### config.mk
export PLATFORM = sky130hd
export DESIGN_NAME = i2c_slave_register_map_core
export DESIGN_NICKNAME = d
export VERILOG_FILES = /design/src/rtl/i2csr_pkg.sv /design/src/rtl/i2csr_store.sv /design/src/rtl/i2csr_ctrl.sv /design/src/rtl/i2c_slave_register_map_core.sv
export SDC_FILE = /design/constraint.sdc
export NUM_CORES = 2
export LEC_CHECK = 0
export ABC_CLOCK_PERIOD_IN_PS = 5700
export BUFFER_PORTS_ARGS = -buffer_cell sky130_fd_sc_hd__buf_2
export CAP_MARGIN = 20
export CELL_PAD_IN_SITES_DETAIL_PLACEMENT = 1
export CELL_PAD_IN_SITES_GLOBAL_PLACEMENT = 1
export CORE_ASPECT_RATIO = 1.2
export CORE_MARGIN = 2
export CORE_UTILIZATION = 45
export CTS_CLUSTER_DIAMETER = 40
export DETAILED_ROUTE_END_ITERATION = 10
export PLACE_DENSITY_LB_ADDON = 0.1
export SLEW_MARGIN = 20
export SYNTH_ARGS = -nofsm -noshare
export SYNTH_HDL_FRONTEND = slang
export SYNTH_SLANG_ARGS = --single-unit
export TNS_END_PERCENT = 100
### constraint.sdc
create_clock -name i_clk -period 5.7 [get_ports i_clk]
set_input_delay 1.14 -clock i_clk [delete_from_list [all_inputs] [get_ports i_clk]]
set_output_delay 1.14 -clock i_clk [all_outputs]
set_load 0.02 [all_outputs]
### src/rtl/i2csr_pkg.sv
// i2csr_pkg: shared types and constants of the I2C register-map target.
// No dependencies; used by every module under rtl/.
`timescale 1ns / 1ps

package i2csr_pkg;

    // Bus event codes carried in the input tuser; codes 5 to 7 are unused.
    typedef enum logic [2:0] {
        FUNC_START     = 3'd0,
        FUNC_STOP      = 3'd1,
        FUNC_WRITE     = 3'd2,
        FUNC_READ_ACK  = 3'd3,
        FUNC_READ_NACK = 3'd4
    } t_func;

    // Reply kinds carried in the output tuser.
    localparam logic KIND_ACK  = 1'b0;
    localparam logic KIND_READ = 1'b1;

    // Configuration register indexes.
    localparam logic CFG_OWN_ADDRESS    = 1'b0;
    localparam logic CFG_IDENTITY_VALUE = 1'b1;

    localparam logic [6:0] OWN_ADDRESS_RST    = 7'h34;
    localparam logic [7:0] IDENTITY_VALUE_RST = 8'h68;
    localparam logic [7:0] IDENT_INDEX        = 8'h75;
    localparam logic [7:0] ACK_DATA           = 8'h01;

    // Store access issued by the controller.
    typedef struct packed {
        logic       rd_en;
        logic       wr_en;
        logic [7:0] ptr;
        logic [7:0] wdata;
    } t_mem_req;

    // Per-event result descriptor handed to the read stage.
    typedef struct packed {
        logic valid;   // event produces a reply
        logic kind;    // KIND_ACK or KIND_READ
        logic ident;   // read hits the identity register
        logic oob;     // read beyond the store, returns zero
    } t_res;

endpackage

### src/rtl/i2csr_store.sv
// i2csr_store: register-map memory, one write and one read port, registered read.
// Per-entry valid bits make the map read as zero after reset. Uses i2csr_pkg.
`timescale 1ns / 1ps

module i2csr_store #(
    parameter int REG_COUNT = 256
) (
    input  logic                i_clk,
    input  logic                i_rst_n,
    input  i2csr_pkg::t_mem_req i_req,
    output logic [7:0]          o_rdata
);

    localparam int AW = (REG_COUNT > 1) ? $clog2(REG_COUNT) : 1;

    logic [7:0]           mem [REG_COUNT];
    logic [REG_COUNT-1:0] r_valid;
    logic [7:0]           r_rdata;
    logic                 r_hit;
    logic [AW-1:0]        idx;

    assign idx = i_req.ptr[AW-1:0];

    always_ff @(posedge i_clk) begin
        if (i_req.wr_en) begin
            mem[idx] <= i_req.wdata;
        end
        if (i_req.rd_en) begin
            r_rdata <= mem[idx];
        end
    end

    always_ff @(posedge i_clk) begin
        if (!i_rst_n) begin
            r_valid <= '0;
            r_hit   <= 1'b0;
        end else begin
            if (i_req.wr_en) begin
                r_valid[idx] <= 1'b1;
            end
            if (i_req.rd_en) begin
                r_hit <= r_valid[idx];
            end
        end
    end

    // never-written entry reads as zero
    assign o_rdata = r_hit ? r_rdata : 8'h00;

endmodule

### src/rtl/i2csr_ctrl.sv
// i2csr_ctrl: bus mode machine, register pointer and store access decode.
// Updates on every accepted event. Uses i2csr_pkg.
`timescale 1ns / 1ps

module i2csr_ctrl #(
    parameter int REG_COUNT = 256
) (
    input  logic                i_clk,
    input  logic                i_rst_n,
    input  logic                i_accept,
    input  logic [2:0]          i_func,
    input  logic [6:0]          i_dev_address,
    input  logic                i_read_not_write,
    input  logic [7:0]          i_data_byte,
    input  logic [6:0]          i_own_address,
    output i2csr_pkg::t_mem_req o_mem_req,
    output i2csr_pkg::t_res     o_res
);

    typedef enum logic [2:0] {
        MODE_IDLE  = 3'b001,
        MODE_WRITE = 3'b010,
        MODE_READ  = 3'b100
    } t_mode;

    t_mode      r_mode, n_mode;
    logic [7:0] r_ptr, n_ptr;
    logic       r_loaded, n_loaded;
    logic       in_range;
    logic       match;
    i2csr_pkg::t_func func;

    assign func     = i2csr_pkg::t_func'(i_func);
    assign match    = (i_dev_address == i_own_address);
    assign in_range = ({1'b0, r_ptr} < 9'(REG_COUNT));

    always_comb begin
        n_mode    = r_mode;
        n_ptr     = r_ptr;
        n_loaded  = r_loaded;
        o_mem_req = '{rd_en: 1'b0, wr_en: 1'b0, ptr: r_ptr, wdata: i_data_byte};
        o_res     = '{valid: 1'b0, kind: i2csr_pkg::KIND_ACK, ident: 1'b0, oob: 1'b0};
        if (i_accept) begin
            if (!match || func == i2csr_pkg::FUNC_STOP) begin
                n_mode = MODE_IDLE;
            end else if (func == i2csr_pkg::FUNC_START) begin
                // start or repeated start: restart, keep the pointer
                n_mode      = i_read_not_write ? MODE_READ : MODE_WRITE;
                n_loaded    = 1'b0;
                o_res.valid = 1'b1;
            end else begin
                unique case (r_mode)
                    MODE_WRITE: begin
                        if (func == i2csr_pkg::FUNC_WRITE) begin
                            o_res.valid = 1'b1;
                            if (!r_loaded) begin
                                n_ptr    = i_data_byte;
                                n_loaded = 1'b1;
                            end else begin
                                o_mem_req.wr_en = in_range;
                                n_ptr           = r_ptr + 8'd1;
                            end
                        end
                    end
                    MODE_READ: begin
                        if (func == i2csr_pkg::FUNC_READ_NACK) begin
                            n_mode = MODE_IDLE;
                        end else if (func == i2csr_pkg::FUNC_READ_ACK) begin
                            o_res.valid     = 1'b1;
                            o_res.kind      = i2csr_pkg::KIND_READ;
                            o_res.ident     = (r_ptr == i2csr_pkg::IDENT_INDEX);
                            o_res.oob       = !in_range;
                            o_mem_req.rd_en = in_range;
                            n_ptr           = r_ptr + 8'd1;
                        end
                    end
                    default: begin
                        // idle: only a start does anything
                    end
                endcase
            end
        end
    end

    always_ff @(posedge i_clk) begin
        if (!i_rst_n) begin
            r_mode   <= MODE_IDLE;
            r_ptr    <= 8'h00;
            r_loaded <= 1'b0;
        end else begin
            r_mode   <= n_mode;
            r_ptr    <= n_ptr;
            r_loaded <= n_loaded;
        end
    end

endmodule

### src/rtl/i2c_slave_register_map_core.sv
// i2c_slave_register_map_core: top level of the byte-level I2C register-map target.
// Instantiates i2csr_ctrl and i2csr_store; uses i2csr_pkg.
`timescale 1ns / 1ps

// Byte-level I2C target with a REG_COUNT-byte register map (up to 256). Each transfer on
// the slave stream is one bus event: tuser holds the event code (start, stop, write
// byte, read ack, read nack) and tdata the address, direction and byte. A start to
// own_address is acknowledged and opens a write or read transfer; the first written
// byte loads the register pointer, later bytes are stored with 8-bit wrapping
// post-increment, and each read ack returns the pointed byte (identity_value at 0x75)
// and advances the pointer. A stop, a read nack in a read transfer or a foreign
// address ends the transfer silently. Throughput is one event per clock unless the
// reply stream back-pressures: the pointer and mode live in flops and each event makes
// at most one access to the store. Replies pass the store read stage, then the output
// register. The map reads as zero after reset with no clearing pass. Configuration
// writes belong in gaps with no event in flight; the block does not hold them off.
module i2c_slave_register_map_core #(
    parameter int REG_COUNT = 256
) (
    input  logic        i_clk,
    input  logic        i_rst_n,
    // configuration write port
    input  logic        i_cfg_we,
    input  logic        i_cfg_idx,
    input  logic [7:0]  i_cfg_wdata,
    // event stream
    input  logic        i_s_tvalid,
    output logic        o_s_tready,
    input  logic [15:0] i_s_tdata,   // [6:0] dev_address, [7] read_not_write, [15:8] data_byte
    input  logic [2:0]  i_s_tuser,   // [2:0] func
    // reply stream
    output logic        o_m_tvalid,
    input  logic        i_m_tready,
    output logic [15:0] o_m_tdata,   // [6:0] reply_address, [7] reply_direction,
                                     // [15:8] reply_data
    output logic        o_m_tuser    // [0] reply_kind
);

    logic [6:0] r_own_address;
    logic [7:0] r_identity_value;

    i2csr_pkg::t_mem_req mem_req;
    i2csr_pkg::t_res     res;
    logic [7:0]          rdata;
    logic                s_accept;
    logic                s1_go;

    // read stage: waits for the registered store data
    logic                r_s1_valid;
    i2csr_pkg::t_res     r_s1;
    logic [6:0]          r_s1_addr;
    logic                r_s1_dir;
    logic [7:0]          s1_data;

    // output register
    logic                r_o_valid;
    logic                r_o_kind;
    logic [15:0]         r_o_tdata;

    // configuration
    always_ff @(posedge i_clk) begin
        if (!i_rst_n) begin
            r_own_address    <= i2csr_pkg::OWN_ADDRESS_RST;
            r_identity_value <= i2csr_pkg::IDENTITY_VALUE_RST;
        end else if (i_cfg_we) begin
            unique case (i_cfg_idx)
                i2csr_pkg::CFG_OWN_ADDRESS:    r_own_address    <= i_cfg_wdata[6:0];
                i2csr_pkg::CFG_IDENTITY_VALUE: r_identity_value <= i_cfg_wdata;
                default: ;
            endcase
        end
    end

    // Read stage moves on whenever the output register is free or being drained;
    // a new event may enter while a reply still waits at the output.
    assign s1_go      = !r_o_valid || i_m_tready;
    assign o_s_tready = !r_s1_valid || s1_go;
    assign s_accept   = i_s_tvalid && o_s_tready;

    i2csr_ctrl #(
        .REG_COUNT(REG_COUNT)
    ) u_ctrl (
        .i_clk           (i_clk),
        .i_rst_n         (i_rst_n),
        .i_accept        (s_accept),
        .i_func          (i_s_tuser),
        .i_dev_address   (i_s_tdata[6:0]),
        .i_read_not_write(i_s_tdata[7]),
        .i_data_byte     (i_s_tdata[15:8]),
        .i_own_address   (r_own_address),
        .o_mem_req       (mem_req),
        .o_res           (res)
    );

    // store read data holds until the next read, which only comes with an accept
    i2csr_store #(
        .REG_COUNT(REG_COUNT)
    ) u_store (
        .i_clk  (i_clk),
        .i_rst_n(i_rst_n),
        .i_req  (mem_req),
        .o_rdata(rdata)
    );

    always_ff @(posedge i_clk) begin
        if (!i_rst_n) begin
            r_s1_valid <= 1'b0;
        end else if (s_accept) begin
            r_s1_valid <= res.valid;
        end else if (s1_go) begin
            r_s1_valid <= 1'b0;
        end
    end

    always_ff @(posedge i_clk) begin
        if (s_accept) begin
            r_s1      <= res;
            r_s1_addr <= i_s_tdata[6:0];
            r_s1_dir  <= i_s_tdata[7];
        end
    end

    // reply byte: ack constant, identity register, out-of-range zero, or store data
    always_comb begin
        if (r_s1.kind == i2csr_pkg::KIND_ACK) begin
            s1_data = i2csr_pkg::ACK_DATA;
        end else if (r_s1.ident) begin
            s1_data = r_identity_value;
        end else if (r_s1.oob) begin
            s1_data = 8'h00;
        end else begin
            s1_data = rdata;
        end
    end

    always_ff @(posedge i_clk) begin
        if (!i_rst_n) begin
            r_o_valid <= 1'b0;
        end else if (s1_go) begin
            r_o_valid <= r_s1_valid;
        end
    end

    always_ff @(posedge i_clk) begin
        if (s1_go && r_s1_valid) begin
            r_o_kind  <= r_s1.kind;
            r_o_tdata <= {s1_data, r_s1_dir, r_s1_addr};
        end
    end

    assign o_m_tvalid = r_o_valid;
    assign o_m_tdata  = r_o_tdata;
    assign o_m_tuser  = r_o_kind;

    // one store access per event
    a_one_access: assert property (@(posedge i_clk) disable iff (!i_rst_n)
        !(mem_req.rd_en && mem_req.wr_en))
        else $error("store read and write issued together");

    // a store read always lands in the read stage as a read reply
    a_read_lands: assert property (@(posedge i_clk) disable iff (!i_rst_n)
        mem_req.rd_en |=> (r_s1_valid && r_s1.kind == i2csr_pkg::KIND_READ))
        else $error("store read without read reply");

    // read stage drains into an empty output register
    a_s1_drain: assert property (@(posedge i_clk) disable iff (!i_rst_n)
        (r_s1_valid && !r_o_valid) |=> r_o_valid)
        else $error("read stage did not drain");

endmodule
== After elaboration in Yosys (flattened, before gate mapping) ==
Memory sizes are Yosys's and may differ from the RTL's. A register that Yosys moved wholly into a read port is not among the register bits.
Cells that the tools add are included.

* Bits in registers: 314
* Bits in latches: 0
* RAM bits: 2048
* Memory bits (read-only): 0
* Bits of input ports: 33
* Output and inout port bits: 19
* Word-level logic and storage cells: 102
* Memories kept: 1

{| class="wikitable"
|+ Memories
! memory !! depth !! bits a word !! read ports !! clocked after Yosys merged registers in !! write ports !! RTL line !! RTL
|-
| u_store.mem || 256 || 8 || 1 || 1 || 1 || i2csr_store.sv:16 || <nowiki>logic [7:0] mem [REG_COUNT];</nowiki>
|}

* Add/subtract/negate cells: 1
* $mul: 0
* Divide/modulo/power cells: 0
* $lt $le $gt $ge: 2
* Equality and inequality tests: 11
* Shift operators: 0
* Mux-type cells: 41
* Bitwise operators: 6
* Reduce and logical (&&, ||, !) cells: 23

{| class="wikitable"
|+ Operators with widths
! operator !! count
|-
| $or A256 B256 Y256 || 1
|-
| $mux W8 || 7
|-
| $mux W3 || 7
|-
| $mux W1 || 17
|-
| $pmux W8 S2 || 1
|-
| $mux W4 || 3
|-
| $eq A3 B2 Y1 const B || 3
|-
| $lt A8 B9 Y1 const B || 1
|-
| $add A8 B1 Y8 const B || 1
|-
| $bmux W1 S8 || 1
|-
| $demux W1 S8 || 1
|-
| $eq A8 B7 Y1 const B || 1
|-
| $ge A8 B1 Y1 const B || 1
|-
| $reduce_bool A2 Y1 || 4
|-
| $eq A7 B7 Y1 || 1
|-
| $reduce_and A7 Y1 || 1
|-
| $eq A3 B3 Y1 const B || 2
|-
| $mux W2 || 3
|-
| $reduce_bool A3 Y1 || 2
|-
| $not A1 Y1 || 5
|-
| $reduce_or A5 Y1 || 1
|-
| $ne A2 B1 Y1 const B || 2
|-
| $reduce_and A2 Y1 || 2
|-
| $reduce_and A4 Y1 || 1
|-
| other kinds (9) || 15
|}

== Depth between registers and ports, before layout ==
* Depth in word-level cells: 9
* Gate-level depth with buffers: 12
* Depth with buffers taken out: 8

== Modules after synthesis ==
A second synthesis with hierarchy kept.

* Cell total of the unflattened synthesis: 4464
* Area, all modules: 91472.7 um^2

{| class="wikitable"
|+ Modules (own cells, without submodules)
! module !! times used !! cells each !! area each (um^2) !! sequential area each (um^2)
|-
| i2csr_store || 1 || 4209 || 88787.7 || 66884.1
|-
| i2c_slave_register_map_core || 1 || 130 || 1695.4 || 1181.1
|-
| i2csr_ctrl || 1 || 125 || 989.7 || 240.2
|}

== Least setup slack after synthesis ==
Ideal clock, no wire load.

* Path type: input to register
* Start point: input i_s_tuser[0]
* End point: memory u_store.mem[162][0], enable pin
* Setup time: 374 ps
* Data arrival time: 3303 ps
* Data required time: 5326 ps
* Path slack: 2023 ps
* Stages on the path: 7
* Path buffers: 1
* Cells stage by stage: or4b_1 a211oi_1 nand4_2 nor4b_4 nand2_2 buf_2 nor2_1

* Longest elaborated chain between the ends: 8
* Elaborated cells between the ends (all ways): 11
* Those cells by class: eq/ne (2); mux (7); reduce/logical (2)

{| class="wikitable"
|+ Ends and longest elaborated chain
! item !! RTL line !! RTL
|-
| start, declared || i2c_slave_register_map_core.sv:30 || <nowiki>input logic [2:0] i_s_tuser,</nowiki>
|-
| $eq A3 B2 Y1 || i2csr_ctrl.sv:54 || <nowiki>if (func == i2csr_pkg::FUNC_WRITE) begin</nowiki>
|-
| $mux W1 || i2csr_ctrl.sv:54 ||
|-
| $mux W1 || i2csr_ctrl.sv:52 || <nowiki>unique case (r_mode)</nowiki>
|-
| $mux W2 || i2csr_ctrl.sv:46 || <nowiki>end else if (func == i2csr_pkg::FUNC_START) begin</nowiki>
|-
| $mux W2 * || i2csr_ctrl.sv:44 || <nowiki>if (!match || func == i2csr_pkg::FUNC_STOP) begin</nowiki>
|-
| $mux W2 * || i2csr_ctrl.sv:43 || <nowiki>if (i_accept) begin</nowiki>
|-
| $mux W1 * || i2csr_store.sv:25 || <nowiki>if (i_req.wr_en) begin</nowiki>
|-
| $mux W1 (implied by the code) * || i2csr_store.sv:26 || <nowiki>mem[idx] <= i_req.wdata;</nowiki>
|-
| end, declared || i2csr_store.sv:16 ||
|}

Mark *: on every way between the ends. The rest lies on a longest branch, timed or not.

== Worst setup path in the final report ==
* Start point: register r_own_address[6]
* End point: memory u_store.mem[66][4], enable pin

* Longest elaborated chain between the ends: 7

{| class="wikitable"
|+ Ends and longest elaborated chain
! item !! RTL line !! RTL
|-
| start, declared || i2c_slave_register_map_core.sv:39 || <nowiki>logic [6:0] r_own_address;</nowiki>
|-
| start signal, assigned || i2c_slave_register_map_core.sv:63 || <nowiki>r_own_address <= i2csr_pkg::OWN_ADDRESS_RST;</nowiki>
|-
| start signal, assigned || i2c_slave_register_map_core.sv:67 || <nowiki>i2csr_pkg::CFG_OWN_ADDRESS: r_own_address <= i_cfg_wdata[6:0];</nowiki>
|-
| $eq A7 B7 Y1 || i2csr_ctrl.sv:34 || <nowiki>assign match = (i_dev_address == i_own_address);</nowiki>
|-
| $logic_not A1 Y1 || i2csr_ctrl.sv:44 ||
|-
| $logic_or A1 B1 Y1 || i2csr_ctrl.sv:44 ||
|-
| $mux W2 || i2csr_ctrl.sv:44 ||
|-
| $mux W2 || i2csr_ctrl.sv:43 ||
|-
| $mux W1 || i2csr_store.sv:25 ||
|-
| $mux W1 (implied by the code) || i2csr_store.sv:26 ||
|}

No other way between the ends.

==> out/metrics.cfg <==
[logic_synthesis]
synth_edf_count=2083
synthArstFlopShare=0
yosys_register_bits=2369
syn_nets=4359
synth-seq-area-share=0.749
netlist_area_um2=91100
synth_cell_type_count=64
synthFlopType=edfxtp_1
synth_area_per_cell_um2=21.1
ys_warn_count=0
synth_cells=4322

[place]
gp_congestion=0.823
place_area_um2=95600
io_buffers=51
dp_cells=6970
pre_cts_slack_ns=0.351
dpl.hpwl_um=158000

[sta]
tightest_slew_ns=1.17
rsz0062_at_grt=false
timing.final.crit_period_ns=4.52
setup_tns_ns=0
hold_viol_final=0
fin_ws_ns=1.18
setup_viol_count_final=0
clock.fmax_ghz=0.221
layout_worst_path_cycle_share=0.792
fin_skew_ns=0.0474
max-slew-margin-rel=0.213
slew_viol_final=0

[routing]
post_drt_wl_per_cell_um=34.0
top_layer_used=met5
wl_met1_um=106000
drc=0
drt_iter0_drc=4268
wl_met2_um=126000
routed_wirelength_um=255000
vias=44900
firstDrtPassIters=5
dr_wl_met3_um=15000
vias_per_cell=5.98
ant_nets=0

[floorplan]
die_w_um=415
num_io_pins=52
rows=180
core_um2=201000
die_area_um2=206000
dieHeight_um=497
start_util=0.454

[clock_network]
cts_buffers=303
cts_tree=done
h-tree-depth=5
clock-sinks=2369
insertion_delay_ns=0.94
clk_pin_slew_ns=0.06
cts_resized=0
post-cts-setup-buffer-count=0
ctsHoldBuffers=0
cts.path.max_buffers=4
clockRootBuffer=clkbuf_16

[power]
peakVddDrop_mv=0.283
p_total_mw=37.9
powerDensity_nw_per_um2=359
p_leak_nw=32.7

[setup_path]
timing.rr.end=u_store.mem[66][4]$_DFFE_PP_
crit_path_end_kind=register
r2r_start=r_own_address[6]$_SDFFE_PN0P_
worstSetupPathType=register to register
crit_fanout=16
crit_arrival_ns=5.04
reg2reg_depth=6
required_ns=6.23
start_kind=register
rrSetupSlack_ns=1.18

[finish]
nNetsFinal=4673
drive_gt1_frac=0.309
fin_cells=7505
final_cell_area_um2=105000
area_delta_synth_final_pct=15.7

[global_routing]
antenna_found_initial=10
first_global_vias=47600
grt_first_pass_wirelength_um=367000
overflow=0
grt_use_total=0.250
grt_max_degree=157

[min_path]
worstHoldEndpoint=r_s1_addr[1]$_DFFE_PP_
hold_path.class=input port to register
whs_path_depth=1
worstHoldStart=i_s_tdata[1]

[job]
maxCapViolations=0

[outcome]
status=completed

cells by family (layout without fill, tap and decap cells):
logic type,after synthesis,after routing,synth area share
flops,2369,2369,0.749
xor+xnor,7,7,0.000673
buf+inv,269,811,0.0142
simple gates,523,523,0.0255
fa+ha+maj,4,4,0.000549
other cells,0,2,0
mux,742,742,0.177
compound gates,408,408,0.0326
routing by layer:
layer	track usage	vias up
met4	0.0854	2
li1	-	18600
met2	0.407	1385
met1	0.341	24500
met3	0.0456	387
met5	0	-
layout make-up:
cell class	count	area, um2
antenna	2	5.00
clock buffer	363	8080
clock inverter	170	1720
multi-input combinational	1684	21600
fill	17400	95500
sequential	2369	68300
tap	2639	3300
timing repair buffer	267	2320
inverter	11	48.8
power by group:
part	switching, mW	internal [mW]
registers	0.00734	18.9
logic	0.335	0.0476
clock network	7.46	11.2
cells in the final DEF, fill, tap and decap left out, types with 16 or more instances in the layout:
| cell type | count |
|---|---|
| a21oi_1 | 41 |
| a22oi_1 | 27 |
| buf_12 | 29 |
| buf_2 | 42 |
| buf_4 | 187 |
| bufinv_16 | 20 |
| clkbuf_1 | 43 |
| clkbuf_16 | 312 |
| clkbuf_8 | 16 |
| clkinv_1 | 22 |
| clkinv_2 | 38 |
| clkinv_4 | 21 |
| clkinvlp_4 | 20 |
| dfxtp_1 | 279 |
| edfxtp_1 | 2083 |
| inv_6 | 33 |
| mux2i_1 | 40 |
| mux4_2 | 697 |
| nand2_1 | 93 |
| nand3_1 | 33 |
| nor2_1 | 275 |
| nor2_2 | 22 |
| nor2b_1 | 16 |
| o21a_1 | 256 |
synth_stat cells, types with 7 or more instances:
master / count / share of area
buf_1: 29 / 0.0012
dfxtp_1: 286 / 0.063
nor2b_1: 18 / 0.0012
nor2_2: 19 / 0.0013
mux4_2: 697 / 0.17
nand2b_1: 9 / 0.00062
a31oi_1: 8 / 0.00055
nand2_1: 105 / 0.0043
buf_2: 88 / 0.0048
o22ai_1: 7 / 0.00048
inv_1: 7 / 0.00029
a21oi_1: 41 / 0.0023
a221oi_1: 9 / 0.00087
mux2i_1: 40 / 0.0044
nor2_1: 278 / 0.011
buf_6: 9 / 0.0011
xor2_1: 7 / 0.00067
o21a_1: 256 / 0.021
a32oi_1: 9 / 0.00087
a22oi_1: 27 / 0.0022
clkbuf_1: 104 / 0.0043
edfxtp_1: 2083 / 0.69
nor4_1: 7 / 0.00048
nand3_1: 37 / 0.0020
buf_4: 28 / 0.0023
and2_1: 8 / 0.00055
o21ai_0: 14 / 0.00077
metrics by stage:
stage | utilization | hold slack [ns]
after CTS | 0.525 | 0.344
after detailed placement | 0.476 | 0.414
after floorplan | - | 0.400
after global routing | 0.525 | 0.372
after global placement | 0.476 | 0.402
final | 0.525 | 0.420
worst max-delay path, cell delays in order, from the launching register on:
cell,delay (ns)
dfxtp_1,0.32
xor2_1,0.16
a2111oi_0,0.70
nand4_2,0.45
nor4_2,0.94
nand2_1,0.67
nor2_1,0.87
sequential cells by signal (all words and copies together), names as in the netlist:
register	cells
r_identity_value	8
o_m_tvalid	1
u_store.r_rdata	8
u_ctrl.r_ptr	8
r_s1_valid	1
r_s1	2
r_s1_addr	7
o_m_tdata	16
u_store.mem	2048
u_ctrl.r_mode	3
r_s1_dir	1
u_store.r_valid	256
u_store.r_hit	1
r_own_address	7
o_m_tuser	1
u_ctrl.r_loaded	1
worst max path at each step:
stage	cells after the start	startpoint	end
after global placement	7	i_s_tdata[6]	u_store.mem[73][5]$_DFFE_PP_
after detailed placement	7	i_s_tdata[6]	u_store.mem[200][3]$_DFFE_PP_
after floorplan	7	i_s_tuser[0]	u_store.mem[162][0]$_DFFE_PP_
after CTS	6	r_own_address[6]$_SDFFE_PN0P_	u_store.mem[66][2]$_DFFE_PP_
final	6	r_own_address[6]$_SDFFE_PN0P_	u_store.mem[66][4]$_DFFE_PP_
after global routing	8	u_ctrl.r_ptr[3]$_SDFFE_PN0P_	u_store.r_rdata[6]$_DFFE_PP_
(Power assumes the default switching activity.)
